File: src/design/eps_bre_pkg.sv
// Shared constants and types for the EPS bearer bit rate encoder.
package eps_bre_pkg;

	localparam int RATE_W  = 40;
	localparam int QCI_W   = 8;
	localparam int CODE_W  = 8;
	// Bits 33:3 of the rate, enough for every rate below the saturation point.
	localparam int DIV_W   = 31;
	localparam int KBPS_W  = 25;

	// Smallest rate in bit/s whose kbit/s value exceeds 10000000.
	localparam logic [RATE_W-1:0] SAT_BPS = 40'd10000001000;

	// floor(2^38 / 125): the quotient it gives is exact or one short.
	localparam logic [31:0] RECIP_125   = 32'd2199023255;
	localparam int          RECIP_SHIFT = 38;
	localparam logic [7:0]  DIV_125     = 8'd125;

	// Octet codes with a special meaning.
	localparam logic [CODE_W-1:0] CODE_ZERO_RATE = 8'hff;
	localparam logic [CODE_W-1:0] CODE_BASE_ESC  = 8'hfe;
	localparam logic [CODE_W-1:0] CODE_EXT_ESC   = 8'hfa;
	localparam logic [CODE_W-1:0] CODE_EXT2_SAT  = 8'd246;

	// Range limits and origins in kbit/s.
	localparam logic [KBPS_W-1:0] KB_63      = 25'd63;
	localparam logic [KBPS_W-1:0] KB_64      = 25'd64;
	localparam logic [KBPS_W-1:0] KB_575     = 25'd575;
	localparam logic [KBPS_W-1:0] KB_576     = 25'd576;
	localparam logic [KBPS_W-1:0] KB_8600    = 25'd8600;
	localparam logic [KBPS_W-1:0] KB_8640    = 25'd8640;
	localparam logic [KBPS_W-1:0] KB_16000   = 25'd16000;
	localparam logic [KBPS_W-1:0] KB_128000  = 25'd128000;
	localparam logic [KBPS_W-1:0] KB_256000  = 25'd256000;
	localparam logic [KBPS_W-1:0] KB_500000  = 25'd500000;
	localparam logic [KBPS_W-1:0] KB_1500000 = 25'd1500000;

	typedef struct packed {
		logic              base_present;
		logic [CODE_W-1:0] base_code;
		logic              ext_present;
		logic [CODE_W-1:0] ext_code;
		logic              ext2_present;
		logic [CODE_W-1:0] ext2_code;
	} rate_code_t;

	typedef struct packed {
		logic             dflt;
		logic             sat;
		logic [QCI_W-1:0] qci;
	} item_meta_t;

endpackage

File: src/design/eps_bre_kbps.sv
// Two-stage conversion of a rate in units of 8 bit/s to kbit/s by reciprocal multiplication.
module eps_bre_kbps
	import eps_bre_pkg::*;
(
	input  logic              clk,
	input  logic [DIV_W-1:0]  div_in,
	output logic [KBPS_W-1:0] kbps
);

	logic [DIV_W+31:0]  prod;
	logic [DIV_W-1:0]   x_s2;
	logic [KBPS_W-1:0]  q0_s2;
	logic [31:0]        back;
	logic [31:0]        rem_full;
	logic [7:0]         rem;
	logic [KBPS_W-1:0]  kbps_s3;

	assign prod = {32'd0, div_in} * {{DIV_W{1'b0}}, RECIP_125};

	always_ff @(posedge clk) begin
		x_s2  <= div_in;
		q0_s2 <= prod[RECIP_SHIFT+KBPS_W-1:RECIP_SHIFT];
	end

	// The estimate is never high, so the remainder is below twice the divisor.
	assign back     = 32'(q0_s2) * 32'(DIV_125);
	assign rem_full = 32'(x_s2) - back;
	assign rem      = rem_full[7:0];

	always_ff @(posedge clk) begin
		if (rem >= DIV_125) begin
			kbps_s3 <= q0_s2 + KBPS_W'(1);
		end else begin
			kbps_s3 <= q0_s2;
		end
	end

	assign kbps = kbps_s3;

endmodule

File: src/design/eps_bre_quant.sv
// Stepped-range quantiser from kbit/s to the base, extended and extended-2 octets.
module eps_bre_quant
	import eps_bre_pkg::*;
(
	input  logic [KBPS_W-1:0] kbps,
	input  logic              sat,
	output rate_code_t        code
);

	logic [KBPS_W-1:0] d_b1, d_b2, d_e1, d_e2, d_e3, d_x1, d_x2, d_x3;
	logic [26:0] p_e1, p_e3, p_x1;
	logic [34:0] p_e2;
	logic [32:0] p_x2;
	logic [38:0] p_x3;
	logic [CODE_W-1:0] c_b1, c_b2, c_e1, c_e2, c_e3, c_x1, c_x2, c_x3;

	assign d_b1 = kbps - KB_64;
	assign d_b2 = kbps - KB_576;
	assign d_e1 = kbps - KB_8600;
	assign d_e2 = kbps - KB_16000;
	assign d_e3 = kbps - KB_128000;
	assign d_x1 = kbps - KB_256000;
	assign d_x2 = kbps - KB_500000;
	assign d_x3 = kbps - KB_1500000;

	// Each product is only used inside its own range, where the offset fits
	// the narrow slice taken here.
	assign p_e1 = 27'(d_e1[12:0]) * 27'd10486;
	assign p_e2 = 35'(d_e2[16:0]) * 35'd134218;
	assign p_e3 = 27'(d_e3[16:4]) * 27'd8389;
	assign p_x1 = 27'(d_x1[17:5]) * 27'd8389;
	assign p_x2 = 33'(d_x2[19:4]) * 33'd107375;
	assign p_x3 = 39'(d_x3[23:5]) * 39'd687195;

	assign c_b1 = 8'(d_b1[8:3]) + 8'd64;
	assign c_b2 = 8'(d_b2[12:6]) + 8'd128;
	assign c_e1 = 8'(p_e1[26:20]);
	assign c_e2 = p_e2[34:27] + 8'd74;
	assign c_e3 = 8'(p_e3[26:20]) + 8'd186;
	assign c_x1 = 8'(p_x1[26:20]);
	assign c_x2 = 8'(p_x2[32:26]) + 8'd61;
	assign c_x3 = p_x3[38:31] + 8'd161;

	always_comb begin
		code              = '0;
		code.base_present = 1'b1;
		if (sat) begin
			code.base_code    = CODE_BASE_ESC;
			code.ext_present  = 1'b1;
			code.ext_code     = CODE_EXT_ESC;
			code.ext2_present = 1'b1;
			code.ext2_code    = CODE_EXT2_SAT;
		end else if (kbps == '0) begin
			code.base_code = CODE_ZERO_RATE;
		end else if (kbps <= KB_63) begin
			code.base_code = kbps[CODE_W-1:0];
		end else if (kbps <= KB_575) begin
			code.base_code = c_b1;
		end else if (kbps <= KB_8640) begin
			code.base_code = c_b2;
		end else begin
			code.base_code   = CODE_BASE_ESC;
			code.ext_present = 1'b1;
			if (kbps <= KB_16000) begin
				code.ext_code = c_e1;
			end else if (kbps <= KB_128000) begin
				code.ext_code = c_e2;
			end else if (kbps <= KB_256000) begin
				code.ext_code = c_e3;
			end else begin
				code.ext_code     = CODE_EXT_ESC;
				code.ext2_present = 1'b1;
				if (kbps <= KB_500000) begin
					code.ext2_code = c_x1;
				end else if (kbps <= KB_1500000) begin
					code.ext2_code = c_x2;
				end else begin
					code.ext2_code = c_x3;
				end
			end
		end
	end

endmodule

File: src/design/eps_bit_rate_encoder_core.sv
// Top level of the EPS bearer bit rate encoder: input register, kbit/s pipeline, result register.
// The done strobe follows the valid flags through valid_s1, valid_s2, valid_s3 and done_q.
// Throughput: one item per clock cycle; busy is never raised, so start may be held high.
// Behind the input register the datapath has three stages: reciprocal multiply, quotient fix, quantiser.
// Reset clears every valid flag and the done strobe; payload registers are not reset.
// The receiver cannot stall, so each result is shown for exactly one cycle.
module eps_bit_rate_encoder_core
	import eps_bre_pkg::*;
(
	input  logic              clk,
	input  logic              arst_n,
	input  logic              start,
	output logic              busy,
	input  logic [RATE_W-1:0] rate_bps,
	input  logic              default_bearer,
	input  logic [QCI_W-1:0]  qci,
	output logic              done,
	output logic [QCI_W-1:0]  qci_out,
	output logic              base_present,
	output logic [CODE_W-1:0] base_code,
	output logic              ext_present,
	output logic [CODE_W-1:0] ext_code,
	output logic              ext2_present,
	output logic [CODE_W-1:0] ext2_code
);

	logic              valid_s1, valid_s2, valid_s3, done_q;
	logic [RATE_W-1:0] rate_s1;
	logic              dflt_s1;
	logic [QCI_W-1:0]  qci_s1;
	item_meta_t        meta_s2, meta_s3;
	logic [KBPS_W-1:0] kbps;
	rate_code_t        code;
	rate_code_t        code_q;
	logic [QCI_W-1:0]  qci_q;

	// Every cycle is free for a new item.
	assign busy = 1'b0;

	// Valid flags travel alongside the data so that idle cycles produce no strobe.
	always_ff @(posedge clk or negedge arst_n) begin
		if (!arst_n) begin
			valid_s1 <= 1'b0;
			valid_s2 <= 1'b0;
			valid_s3 <= 1'b0;
			done_q   <= 1'b0;
		end else begin
			valid_s1 <= start;
			valid_s2 <= valid_s1;
			valid_s3 <= valid_s2;
			done_q   <= valid_s3;
		end
	end

	always_ff @(posedge clk) begin
		rate_s1 <= rate_bps;
		dflt_s1 <= default_bearer;
		qci_s1  <= qci;
	end

	// Saturation is decided on the full 40-bit rate here; above that point the
	// kbit/s pipeline only sees the low bits and its value is ignored.
	always_ff @(posedge clk) begin
		meta_s2.dflt <= dflt_s1;
		meta_s2.sat  <= (rate_s1 >= SAT_BPS);
		meta_s2.qci  <= qci_s1;
		meta_s3      <= meta_s2;
	end

	// Dividing by 8 first leaves a division by 125 for the multiplier.
	eps_bre_kbps u_kbps (
		.clk    (clk),
		.div_in (rate_s1[DIV_W+2:3]),
		.kbps   (kbps)
	);

	eps_bre_quant u_quant (
		.kbps (kbps),
		.sat  (meta_s3.sat),
		.code (code)
	);

	// A default bearer carries no rate octets at all, only its QCI.
	always_ff @(posedge clk) begin
		qci_q <= meta_s3.qci;
		if (meta_s3.dflt) begin
			code_q <= '0;
		end else begin
			code_q <= code;
		end
	end

	assign done         = done_q;
	assign qci_out      = qci_q;
	assign base_present = code_q.base_present;
	assign base_code    = code_q.base_code;
	assign ext_present  = code_q.ext_present;
	assign ext_code     = code_q.ext_code;
	assign ext2_present = code_q.ext2_present;
	assign ext2_code    = code_q.ext2_code;

endmodule

File: config.mk
export PLATFORM = sky130hd
export DESIGN_NAME = eps_bit_rate_encoder_core
export DESIGN_NICKNAME = d
export VERILOG_FILES = /design/src/design/eps_bre_pkg.sv /design/src/design/eps_bre_kbps.sv /design/src/design/eps_bre_quant.sv /design/src/design/eps_bit_rate_encoder_core.sv
export SDC_FILE = /design/constraint.sdc
export NUM_CORES = 2
export LEC_CHECK = 0
export ABC_AREA = 1
export BUFFER_PORTS_ARGS = -buffer_cell sky130_fd_sc_hd__buf_2
export CAP_MARGIN = 20
export CORE_ASPECT_RATIO = 0.5
export CORE_MARGIN = 2
export CORE_UTILIZATION = 44
export DETAILED_ROUTE_END_ITERATION = 16
export PLACE_DENSITY_LB_ADDON = 0.05
export SLEW_MARGIN = 10
export SYNTH_ARGS = -nofsm -noshare
export SYNTH_HDL_FRONTEND = slang
export SYNTH_SLANG_ARGS = --single-unit
File: constraint.sdc
create_clock -name clk -period 10.5 [get_ports clk]
set_clock_uncertainty 0.05 [all_clocks]
set_input_delay 0 -clock clk [delete_from_list [all_inputs] [get_ports clk]]
set_output_delay 0 -clock clk [all_outputs]
set_load 0.05 [all_outputs]
==> impl_metrics.yaml <==
status:
  status: "finished clean"
critical_path:
  arrival_ns: 9.15
  cp_data_required_time_ns: 10.80
  critPathBufInv: 9
  worstSetupPathType: "register to register"
  cp_top_family: "adder cells"
  critPathMaxStageDelay_ns: 0.61
  cp_common_cell: "nand2_1"
  endpoint_kind: "register"
  critPathLaunch: "u_kbps.kbps[6]"
  cpMaxStageDelayCell: "dfxtp_1"
  path_max_fanout: 7
  cp-start-kind: "register"
  r2r-start: "u_kbps.kbps[6]"
clock_tree:
  numCtsBuffers: 17
  ctsRootBufferMaster: "clkbuf_16"
  clk_latency_ns: 0.52
  cts_sinks: 163
  clkSlewWorstSetupHoldPaths_ns: 0.09
  cts_tree: "built"
  cts_setup_buffers: 0
  cts.repair.resized: 0
  clockBufferDepth: 2
  h-tree-depth: 4
finish:
  drive_above_1_share_pct: 3.60
  fin_nets: 7895
  synthToLayoutAreaGrowth_pct: 7.24
drt:
  via_per_inst: 4.94
  drt_iter0_markers: 1683
  drt-pass1-iter-count: 5
  postRouteAntennaNets: 0
  routed_wl_um: 143000
  vias: 36818
  post_drt_wl_per_cell_um: 19.2
  drcViolationCount: 0
floorplanning:
  dieHeight_um: 239
  die_w_um: 474
  pin_count: 89
  core_um2: 110000
  die_area_um2: 113000
  rows: 86
  initial_core_util_pct: 44.2
global_routing:
  track_usage_pct: 26.0
  grt_pass1_wl_um: 224000
  antenna_found_initial: 1
  grt-ovfl-total: 0
  grt_max_degree: 25
  grt_pass1_vias: 39418
min_path:
  worstHoldPathType: "primary input to register"
  hold_path.startpoint: "rate_bps[16]"
synth:
  synth_most_common_cell: "inv_1"
  synthAdderAreaFrac_pct: 59.0
  synth_nets: 7723
  synth_compound_area_share_pct: 5.97
  synthDistinctLibCells: 64
  ys_ff_latch: 163
  netlist_area_um2: 48500
  synth_xor_area_share_pct: 2.50
  synth_top_area_share_pct: 30.0
  synth_commonest_cells: "inv_1, ha_1, nand2_1"
  synth_edf_count: 0
  synth_mux_area_share_pct: 0
  async_flop_share_pct: 2.45
  synth-simple-area-share_pct: 12.7
  synthTopCellsByArea: "fa_1, ha_1, inv_1"
  synth_top_area_cell: "fa_1"
  synth_top_family_by_area: "adder cells"
  synthCells: 5820
  yosysWarnings: 0
  ys.flop_type: "dfxtp_1"
  yosysSeqAreaShare_pct: 6.76
  syn_area_per_cell_um2: 8.34
sta:
  maxSlewViolCount: 0
  setup_tns_ns: 0
  setup_viol: 0
  hold_viol: 0
  tightest_slew_ns: 1.04
  max_freq_mhz: 113
  rsz0062_at_grt: "no"
  slew_headroom_pct: 30.5
  period_minus_slack_ns: 8.85
  min_period_over_period_pct: 84.3
place:
  gp_congestion: 0.956
  dpl.hpwl_um: 127000
  port_buffers: 84
flow_run:
  max-cap-violations: 0
-- repair_timing --
| item | in CTS | in global routing |
|---|---|---|
| hold buffers | 49 | 0 |
| endpoints found under the setup margin | 0 | 0 |
| endpoints found under the hold margin | 51 | 0 |
-- layout make-up --
cell class	count	area, µm²
Antenna cell	1	2.50
Clock buffer	18	429
Clock inverter	14	165
Fill cell	10981	57700
Inverter	1666	6250
Multi-Input combinational cell	3972	38900
Sequential cell	163	3280
Tap cell	1452	1820
Timing Repair Buffer	172	1200
-- registers in the layout, summed over array words and instances (netlist names) --
| register | flops |
|---|---|
| rate_s1 | 37 |
| u_kbps.kbps | 25 |
| u_kbps.q0_s2 | 25 |
| meta_s2 | 10 |
| meta_s3 | 10 |
| base_code | 8 |
| ext2_code | 8 |
| ext_code | 8 |
| qci_out | 8 |
| qci_s1 | 8 |
| u_kbps.x_s2 | 8 |
| base_present | 1 |
| dflt_s1 | 1 |
| done | 1 |
| ext2_present | 1 |
| ext_present | 1 |
| valid_s1 | 1 |
| valid_s2 | 1 |
| valid_s3 | 1 |
-- routing by layer --
metal	wire [µm]	vias up	track usage, %
li1	-	18278	-
met5	0	-	0
met2	69000	597	45.9
met4	3210	0	6.03
met1	66500	17804	34.5
met3	4200	139	2.42
-- worst reg2reg max path, delay by kind of cell (launching register included) --
family | cells | cell delay, ns
xor gates and xnor gates | 1 | 0.56
AOI/OAI and AO/OA | 4 | 0.55
buffers and inverters | 9 | 0.90
adders and majority gates | 9 | 3.87
DFF | 1 | 0.61
and+or+nand+nor | 20 | 2.15
-- through the flow --
step	setup WS (ns)	instance area (µm²)	util (%)	hold WS (ns)	cells
floorplan	2.70	48500	-	-0.346	5820
global placement	1.67	51000	46.4	-0.245	7375
detailed placement	1.64	51000	46.4	-0.239	7375
CTS	1.57	52100	47.4	0.0200	7456
global route	1.04	52100	47.4	0.0390	7457
finish	1.65	52100	47.4	0.0673	7458
-- layout by cell type (no fill, tap or decap), drive strengths merged, types with 20 or more instances in the layout --
cell type    synthesis  layout
a21oi              259     259
a31oi               21      21
buf                 13     123
dfxtp              159     159
dlygate4sd3          0      49
fa                 728     728
ha                1123    1123
inv               1666    1673
nand2              805     805
nand3              183     183
nand4               48      48
nor2               333     333
nor3                53      53
o211ai              20      20
o21ai              135     135
xnor2               36      36
xor2               101     101
-- kinds of logic after synthesis --
| group | after synthesis |
|---|---|
| adder cells (fa/ha/maj) | 1851 |
| buffers and inverters | 1685 |
| AND/OR/NAND/NOR | 1472 |
| AO/OA/AOI/OAI | 511 |
| flip-flops | 163 |
| XOR/XNOR | 137 |
| other | 1 |
-- path summary, 6_finish.rpt --
kind                                     end  slack, ns  cells past startpoint
worst min-delay path             rate_s1[16]       0.07                      2
worst min register to register    meta_s2[4]       0.26                      0
min in group asynchronous               done       0.34                      3
max in group asynchronous           valid_s2       9.89                      3
worst max-delay path            ext2_code[6]       1.65                     43
worst max register to register  ext2_code[6]       1.65                     43
Power is left out: the tool's default activity adds up to more than one toggle a clock period on the data nets, which glitch-free logic cannot reach.
